**src/hdl/ecgprc_pkg.sv**
```systemverilog
`timescale 1ns / 1ps
`default_nettype none
// ----------------------------------------------------------------------------
// ecgprc_pkg
// Shared types, register indexes and reset values for the ECG peak rate
// classifier.
// ----------------------------------------------------------------------------
package ecgprc_pkg;

	localparam int unsigned TIME_W = 32;
	localparam int unsigned AMP_W  = 16;
	localparam int unsigned LIM_W  = 16;
	localparam int unsigned CFG_W  = 16;
	localparam int unsigned IDX_W  = 2;

	// register indexes
	localparam logic [IDX_W-1:0] CFG_PEAK_THRESHOLD = 2'd0;
	localparam logic [IDX_W-1:0] CFG_SLOW_LIMIT     = 2'd1;
	localparam logic [IDX_W-1:0] CFG_FAST_LIMIT     = 2'd2;

	// reset values
	localparam logic signed [AMP_W-1:0] RST_PEAK_THRESHOLD = 16'sd410;
	localparam logic [LIM_W-1:0]        RST_SLOW_LIMIT     = 16'd1000;
	localparam logic [LIM_W-1:0]        RST_FAST_LIMIT     = 16'd600;

	// samples held before a peak can be judged
	localparam logic [1:0] HIST_FULL = 2'd2;

	typedef enum logic [1:0] {
		RC_NORMAL = 2'd0,
		RC_TACHY  = 2'd1,
		RC_BRADY  = 2'd2
	} rhythm_t;

	// peak pair handed from detection to classification
	typedef struct packed {
		logic              valid;
		logic [TIME_W-1:0] earlier;
		logic [TIME_W-1:0] later;
	} peak_word_t;

endpackage
`default_nettype wire

```
**src/hdl/ecg_peak_rate_classifier_unit.sv**
```systemverilog
`timescale 1ns / 1ps
`default_nettype none
// ----------------------------------------------------------------------------
// ecg_peak_rate_classifier_unit
// R-peak detector and RR interval classifier for a timestamped ECG stream.
// ----------------------------------------------------------------------------
// One sample word is taken per clock unless the input stalls. A word in the
// input register completes the test of the newer held sample against its two
// neighbours; any peak pair it yields is registered in the result register.
// The peak test and 32-bit interval subtract and compare are combinational.
// A sample is a peak when it is strictly above peak_threshold (Q3.12) and
// strictly above both neighbours, so a peak is seen when the next sample
// arrives. Every peak after the first of a record yields one result: the
// previous and new peak times, their difference modulo 2^32, and a class
// (bradycardia when over slow_limit_ms, which wins, tachycardia when under
// fast_limit_ms, otherwise normal). first_sample restarts the record. The
// input stalls only while a result waits in the output register and the
// next word would produce another. Configuration is written through
// cfg_wr_en, cfg_index and cfg_wdata; the user must write it only while the
// block is idle, which the block does not enforce. Other indexes are ignored.
// ----------------------------------------------------------------------------
module ecg_peak_rate_classifier_unit (
	input  wire                                  clk,
	input  wire                                  arst_n,
	// configuration
	input  wire                                  cfg_wr_en,
	input  wire        [ecgprc_pkg::IDX_W-1:0]   cfg_index,
	input  wire        [ecgprc_pkg::CFG_W-1:0]   cfg_wdata,
	// sample words
	input  wire                                  in_valid,
	output logic                                 in_ready,
	input  wire                                  first_sample,
	input  wire        [ecgprc_pkg::TIME_W-1:0]  sample_time,
	input  wire signed [ecgprc_pkg::AMP_W-1:0]   sample_amplitude,
	// result words
	output logic                                 out_valid,
	input  wire                                  out_ready,
	output logic       [1:0]                     rhythm_class,
	output logic       [ecgprc_pkg::TIME_W-1:0]  earlier_peak_time,
	output logic       [ecgprc_pkg::TIME_W-1:0]  later_peak_time,
	output logic       [ecgprc_pkg::TIME_W-1:0]  interval_ms
);

	// configuration registers
	logic signed [ecgprc_pkg::AMP_W-1:0] peak_threshold_q;
	logic [ecgprc_pkg::LIM_W-1:0]        slow_limit_q;
	logic [ecgprc_pkg::LIM_W-1:0]        fast_limit_q;

	ecgprc_pkg::peak_word_t peak;
	logic                   slot_free;

	always_ff @(posedge clk or negedge arst_n) begin
		if (!arst_n) begin
			peak_threshold_q <= ecgprc_pkg::RST_PEAK_THRESHOLD;
			slow_limit_q     <= ecgprc_pkg::RST_SLOW_LIMIT;
			fast_limit_q     <= ecgprc_pkg::RST_FAST_LIMIT;
		end else if (cfg_wr_en) begin
			case (cfg_index)
				ecgprc_pkg::CFG_PEAK_THRESHOLD: begin
					peak_threshold_q <= $signed(cfg_wdata[ecgprc_pkg::AMP_W-1:0]);
				end
				ecgprc_pkg::CFG_SLOW_LIMIT: begin
					slow_limit_q <= cfg_wdata[ecgprc_pkg::LIM_W-1:0];
				end
				ecgprc_pkg::CFG_FAST_LIMIT: begin
					fast_limit_q <= cfg_wdata[ecgprc_pkg::LIM_W-1:0];
				end
				default: begin
				end
			endcase
		end
	end

	// history, peak test, stall control
	ecgprc_detect u_detect (
		.clk              (clk),
		.arst_n           (arst_n),
		.in_valid         (in_valid),
		.in_ready         (in_ready),
		.first_sample     (first_sample),
		.sample_time      (sample_time),
		.sample_amplitude (sample_amplitude),
		.peak_threshold   (peak_threshold_q),
		.slot_free        (slot_free),
		.peak             (peak)
	);

	// interval, class, result register
	ecgprc_classify u_classify (
		.clk               (clk),
		.arst_n            (arst_n),
		.peak              (peak),
		.slow_limit_ms     (slow_limit_q),
		.fast_limit_ms     (fast_limit_q),
		.slot_free         (slot_free),
		.out_valid         (out_valid),
		.out_ready         (out_ready),
		.rhythm_class      (rhythm_class),
		.earlier_peak_time (earlier_peak_time),
		.later_peak_time   (later_peak_time),
		.interval_ms       (interval_ms)
	);

endmodule
`default_nettype wire

```
**src/hdl/ecgprc_detect.sv**
```systemverilog
`timescale 1ns / 1ps
`default_nettype none
// ----------------------------------------------------------------------------
// ecgprc_detect
// Input register, sample history and three-point peak test.
// ----------------------------------------------------------------------------
module ecgprc_detect (
	input  wire                                   clk,
	input  wire                                   arst_n,
	input  wire                                   in_valid,
	output logic                                  in_ready,
	input  wire                                   first_sample,
	input  wire        [ecgprc_pkg::TIME_W-1:0]   sample_time,
	input  wire signed [ecgprc_pkg::AMP_W-1:0]    sample_amplitude,
	input  wire signed [ecgprc_pkg::AMP_W-1:0]    peak_threshold,
	input  wire                                   slot_free,
	output ecgprc_pkg::peak_word_t                peak
);

	// input register
	logic                                 s1_valid_s1;
	logic                                 first_s1;
	logic [ecgprc_pkg::TIME_W-1:0]        time_s1;
	logic signed [ecgprc_pkg::AMP_W-1:0]  amp_s1;

	// history
	logic signed [ecgprc_pkg::AMP_W-1:0]  older_amp_q;
	logic signed [ecgprc_pkg::AMP_W-1:0]  newer_amp_q;
	logic [ecgprc_pkg::TIME_W-1:0]        newer_time_q;
	logic [1:0]                           hist_q;
	logic                                 have_peak_q;
	logic [ecgprc_pkg::TIME_W-1:0]        last_peak_q;

	logic [1:0] hist_eff;
	logic       have_eff;
	logic       is_peak;
	logic       emit;
	logic       fire;

	always_comb begin
		hist_eff = first_s1 ? 2'd0 : hist_q;
		have_eff = first_s1 ? 1'b0 : have_peak_q;
		is_peak  = (hist_eff == ecgprc_pkg::HIST_FULL) &&
		           (newer_amp_q > peak_threshold) &&
		           (newer_amp_q > older_amp_q) &&
		           (newer_amp_q > amp_s1);
		emit     = s1_valid_s1 && is_peak && have_eff;
		fire     = s1_valid_s1 && (!emit || slot_free);
		in_ready = !s1_valid_s1 || fire;

		peak.valid   = emit && slot_free;
		peak.earlier = last_peak_q;
		peak.later   = newer_time_q;
	end

	always_ff @(posedge clk or negedge arst_n) begin
		if (!arst_n) begin
			s1_valid_s1 <= 1'b0;
		end else if (in_ready) begin
			s1_valid_s1 <= in_valid;
		end
	end

	always_ff @(posedge clk) begin
		if (in_ready && in_valid) begin
			first_s1 <= first_sample;
			time_s1  <= sample_time;
			amp_s1   <= sample_amplitude;
		end
	end

	always_ff @(posedge clk or negedge arst_n) begin
		if (!arst_n) begin
			older_amp_q  <= '0;
			newer_amp_q  <= '0;
			newer_time_q <= '0;
			hist_q       <= '0;
			have_peak_q  <= 1'b0;
			last_peak_q  <= '0;
		end else if (fire) begin
			older_amp_q  <= first_s1 ? '0 : newer_amp_q;
			newer_amp_q  <= amp_s1;
			newer_time_q <= time_s1;
			hist_q       <= (hist_eff == ecgprc_pkg::HIST_FULL) ? hist_eff : hist_eff + 2'd1;
			if (is_peak) begin
				have_peak_q <= 1'b1;
				last_peak_q <= newer_time_q;
			end else begin
				have_peak_q <= have_eff;
				last_peak_q <= first_s1 ? '0 : last_peak_q;
			end
		end
	end

	// history never counts past two samples
	a_hist_range: assert property (@(posedge clk) disable iff (!arst_n)
		hist_q != 2'd3) else $error("sample history count out of range");

	// a peak pair only leaves while the word it comes from is retired
	a_peak_fire: assert property (@(posedge clk) disable iff (!arst_n)
		peak.valid |-> fire && have_eff) else $error("peak issued without retiring word");

	// a held word blocks the input only while a peak waits for the output slot
	a_stall_cause: assert property (@(posedge clk) disable iff (!arst_n)
		!in_ready |-> emit && !slot_free) else $error("input stalled without cause");

endmodule
`default_nettype wire

```
**src/hdl/ecgprc_classify.sv**
```systemverilog
`timescale 1ns / 1ps
`default_nettype none
// ----------------------------------------------------------------------------
// ecgprc_classify
// Interval subtraction, limit compare and result register.
// ----------------------------------------------------------------------------
module ecgprc_classify (
	input  wire                                 clk,
	input  wire                                 arst_n,
	input  wire  ecgprc_pkg::peak_word_t        peak,
	input  wire  [ecgprc_pkg::LIM_W-1:0]        slow_limit_ms,
	input  wire  [ecgprc_pkg::LIM_W-1:0]        fast_limit_ms,
	output logic                                slot_free,
	output logic                                out_valid,
	input  wire                                 out_ready,
	output logic [1:0]                          rhythm_class,
	output logic [ecgprc_pkg::TIME_W-1:0]       earlier_peak_time,
	output logic [ecgprc_pkg::TIME_W-1:0]       later_peak_time,
	output logic [ecgprc_pkg::TIME_W-1:0]       interval_ms
);

	logic [ecgprc_pkg::TIME_W-1:0] iv;
	ecgprc_pkg::rhythm_t           cls;
	logic                          out_valid_q;

	always_comb begin
		iv = peak.later - peak.earlier;
		if (iv > {{(ecgprc_pkg::TIME_W-ecgprc_pkg::LIM_W){1'b0}}, slow_limit_ms}) begin
			cls = ecgprc_pkg::RC_BRADY;
		end else if (iv < {{(ecgprc_pkg::TIME_W-ecgprc_pkg::LIM_W){1'b0}}, fast_limit_ms}) begin
			cls = ecgprc_pkg::RC_TACHY;
		end else begin
			cls = ecgprc_pkg::RC_NORMAL;
		end
		slot_free = !out_valid_q || out_ready;
		out_valid = out_valid_q;
	end

	always_ff @(posedge clk or negedge arst_n) begin
		if (!arst_n) begin
			out_valid_q <= 1'b0;
		end else if (slot_free) begin
			out_valid_q <= peak.valid;
		end
	end

	always_ff @(posedge clk) begin
		if (slot_free && peak.valid) begin
			rhythm_class      <= cls;
			earlier_peak_time <= peak.earlier;
			later_peak_time   <= peak.later;
			interval_ms       <= iv;
		end
	end

	// the held interval always matches its two peak times
	a_iv_consistent: assert property (@(posedge clk) disable iff (!arst_n)
		out_valid |-> interval_ms == later_peak_time - earlier_peak_time)
		else $error("interval does not match peak times");

	// no unused class code ever leaves
	a_class_code: assert property (@(posedge clk) disable iff (!arst_n)
		out_valid |-> rhythm_class != 2'd3) else $error("bad rhythm class code");

	// a new pair is offered only into a free slot
	a_no_overwrite: assert property (@(posedge clk) disable iff (!arst_n)
		peak.valid |-> slot_free) else $error("result overwritten");

endmodule
`default_nettype wire
```
**config.mk**
```make
export PLATFORM = sky130hd
export DESIGN_NAME = ecg_peak_rate_classifier_unit
export DESIGN_NICKNAME = d
export VERILOG_FILES = /design/src/hdl/ecgprc_pkg.sv /design/src/hdl/ecg_peak_rate_classifier_unit.sv /design/src/hdl/ecgprc_detect.sv /design/src/hdl/ecgprc_classify.sv
export SDC_FILE = /design/constraint.sdc
export NUM_CORES = 1
export LEC_CHECK = 0
export BUFFER_PORTS_ARGS = -buffer_cell sky130_fd_sc_hd__buf_2
export CAP_MARGIN = 20
export CORE_MARGIN = 2
export CORE_UTILIZATION = 50
export DETAILED_ROUTE_END_ITERATION = 10
export HOLD_SLACK_MARGIN = 0.05
export PLACE_DENSITY = 0.74
export REMOVE_ABC_BUFFERS = 1
export SLEW_MARGIN = 15
export SYNTH_ARGS = -nofsm -noshare
export SYNTH_HDL_FRONTEND = slang
export SYNTH_SLANG_ARGS = --single-unit
```
**constraint.sdc**
```tcl
create_clock -name clk -period 23.6 [get_ports clk]
set_input_delay 4.72 -clock clk [delete_from_list [all_inputs] [get_ports clk]]
set_output_delay 4.72 -clock clk [all_outputs]
set_load 0.03 [all_outputs]
```
==> metrics.cfg <==
[outcome]
status=completed

[synth]
synth_compound_area_share_pct=10.1
synth_flop_cell=edfxtp_1
muxShareOfSynthArea_pct=7.94
synth-seq-cells=296
synth_seq_area_share_pct=57.0
yosys.area.top_type=edfxtp_1
synthTopCellsByArea=edfxtp_1 (31%), dfrtp_1 (23%), ha_1 (9.8%)
synth_top_area_share_pct=30.8
synth_top_family_by_area=compound AO/OA/AOI/OAI gates
synth_edf_count=147
synth-async-reset-ratio_pct=50.3
synthXorXnorAreaFrac_pct=1.53
syn-cell-area_um2=14300
syn_area_per_cell_um2=11.9
ys_warn_count=0
syn_inst=1202
synth_adder_area_share_pct=9.92
synth.distinct_cells=69
synthSimpleGateAreaFrac_pct=9.30

[setup_path]
r2r_cells=19
critical_path_class=in -> out
path_max_fanout=4
arrival_ns=5.60
r2r_end=u_classify.rhythm_class[0]$_SDFFCE_PN0P_
crit_path_end_kind=output port
r2r_start=u_detect.newer_time_q[0]$_DFFE_PN0P_
reg2reg_slack_ns=18.55
worstPathRequired_ns=18.88
critPathLaunchType=input port

[sta]
setup_violations=0
max_slew.worst_pin.slew_ns=1.08
finalClockSkew_ns=0.0189
finalWorstSetupSlack_ns=13.28
relSlewSlack_pct=28.2
hold_violations=0
rsz0062_at_grt=false
slew_violations=0
min_period_ns=10.32
finalSetupTns_ns=0
fin_crit_sh_pct=43.7
fmax_mhz=96.9

[cts]
cts.sinks=296
cts_tree=built
hold_buffers=0
cts_resized=0
clk_latency_ns=0.51
cts_max_level=2
cts_buffers=34
cts-root-buf=clkbuf_16
postCtsSetupBuffers=0
ctsLongestPathBuffers=3
clkTransAtPathRegs_ns=0.06

[power_and_ir_drop]
p_per_area_nw_per_um2=91.2
vdd_drop_max_uv=71.5
leakagePower_nw=7.04
intPower_mw=1.07
p_sw_share_pct=29.6
clock_power_share_pct=33.5
seq_power_share_pct=41.9
p_comb_share_pct=24.6
p_switching_mw=0.450

[layout]
diodes=0
area_delta_synth_final_pct=16.4
n_fill_cell=2268
final_cells=1781
fin_area_um2=16700
num-nets-final=1563
drive_above_1_share_pct=23.8

[detailed_routing]
routed_wirelength_um=31100
viasPerCell=5.38
wl_met2_um=15200
first_pass_iters=5
top_layer_used=met4
drtAntennaViolNets=0
drt_iter0_markers=695
drc=0
dr_wl_met3_um=1300
vias=9580
wl_met1_um=13800
avgRoutedWirePerCell_um=17.4

[die]
fp.dieH_um=173
start_util_pct=51.1
core_region_area_um2=28000
fp.dieArea_um2=30000
dieWidth_um=173
rows=61
io_pins=172

[placed_design]
dp_cells=1720
gp_congestion=0.869
detailed_place_hpwl_um=22200
preCtsSetupSlack_ns=13.26
postPlaceCellArea_um2=15600
io_buffers=171

[flow_run]
maxCapViolations=0

[min_path]
holdCritStartpoint=u_detect.time_s1[28]$_DFFE_PP_
hold_depth=1
min_to=u_detect.newer_time_q[28]$_DFFE_PN0P_
hold_class=reg -> reg

[grt]
grt_overflow=0
grt_pass1_vias=9898
grt_max_degree=85
grt_antenna_before_repair=0
grt_pass1_wl_um=50800
track_usage_pct=21.0

## cells by family (layout without fill, tap and decap cells)
logic type      Yosys count  after routing
xor+xnor                 25             25
compound gates          227            227
mux                     103            103
fa+ha+maj               113            113
simple gates            281            281
flops                   296            296
buf+inv                 157            358
## cells in the final DEF, fill, tap and decap left out, drive strengths merged, types with 21 or more instances in the layout
cell type	n
nand4	21
nand2	130
a21o	24
a21oi	59
ha	112
mux2	85
o21ai	80
edfxtp	147
inv	119
clkbuf	54
buf	178
dfrtp	134
nor2	39
nand2b	26
## per-layer routing
metal,global-route usage [%],vias up
li1,-,4631
met1,27.1,4645
met2,36.7,245
met3,3.14,59
met4,6.18,0
met5,0,-
## synthesized netlist by cell type, drive strengths merged, types with 11 or more instances
cell type	count
mux2	85
a21oi	59
o21ai	80
edfxtp	147
dfstp	15
ha	112
inv	119
dfrtp	134
nand2	130
a21o	24
nor3	12
nand3	12
o21a	11
nor2	39
mux2i	18
xnor2	18
clkbuf	28
nand2b	26
nand4	21
## critical path, cell delays in order
cell,delay (ns)
buf_2,0.09
nand2b_1,0.16
nor2_1,0.18
nand3b_1,0.21
buf_2,0.24
## power groups by stage
stage	registers, mW	logic [mW]	clock network (mW)
2_1_floorplan	0.636	0.275	0
3_3_place_gp	0.644	0.360	0
3_5_place_dp	0.646	0.371	0
4_1_cts	0.637	0.375	0.521
5_1_grt	0.643	0.424	0.544
6_report	0.637	0.375	0.509
## state kept, by name, indices dropped and copies added (netlist names)
register                      count
u_classify.earlier_peak_time     32
u_classify.interval_ms           32
u_classify.later_peak_time       32
u_detect.last_peak_q             32
u_detect.newer_time_q            32
u_detect.time_s1                 32
fast_limit_q                     16
peak_threshold_q                 16
slow_limit_q                     16
u_detect.amp_s1                  16
u_detect.newer_amp_q             16
u_detect.older_amp_q             16
u_classify.rhythm_class           2
u_detect.hist_q                   2
u_classify.out_valid              1
u_detect.first_s1                 1
u_detect.have_peak_q              1
u_detect.s1_valid_s1              1
## how the worst max path moves through the flow
stage,end,slack [ns],cells past startpoint,from
global route,in_ready,13.17,5,out_ready
finish,in_ready,13.28,5,out_ready
detailed placement,in_ready,13.26,5,out_ready
floorplan,u_classify.earlier_peak_time[0]$_DFFE_PP_,10.97,2,out_ready
global placement,in_ready,13.36,5,out_ready
CTS,in_ready,13.25,5,out_ready
## per-stage QoR
step | total power, mW | hold slack, ns | util [%]
final | 1.52 | 0.456 | 59.5
after global routing | 1.61 | 0.487 | 59.5
after CTS | 1.53 | 0.462 | 59.5
after detailed placement | 1.02 | 0.456 | 55.6
after global placement | 1.00 | 0.436 | 55.6
after floorplan | 0.911 | 0.432 | -
## area by class of cell
cell class	instances	area (um^2)	share of cell area [%]
inverter	119	447	2.68
clock inverter	7	60.1	0.360
timing repair buffer	178	915	5.48
tap	378	473	2.84
sequential	296	8160	48.9
clock buffer	54	1040	6.23
multi-input combinational	749	5580	33.5
No activity file was read; power rests on OpenSTA's default activity.
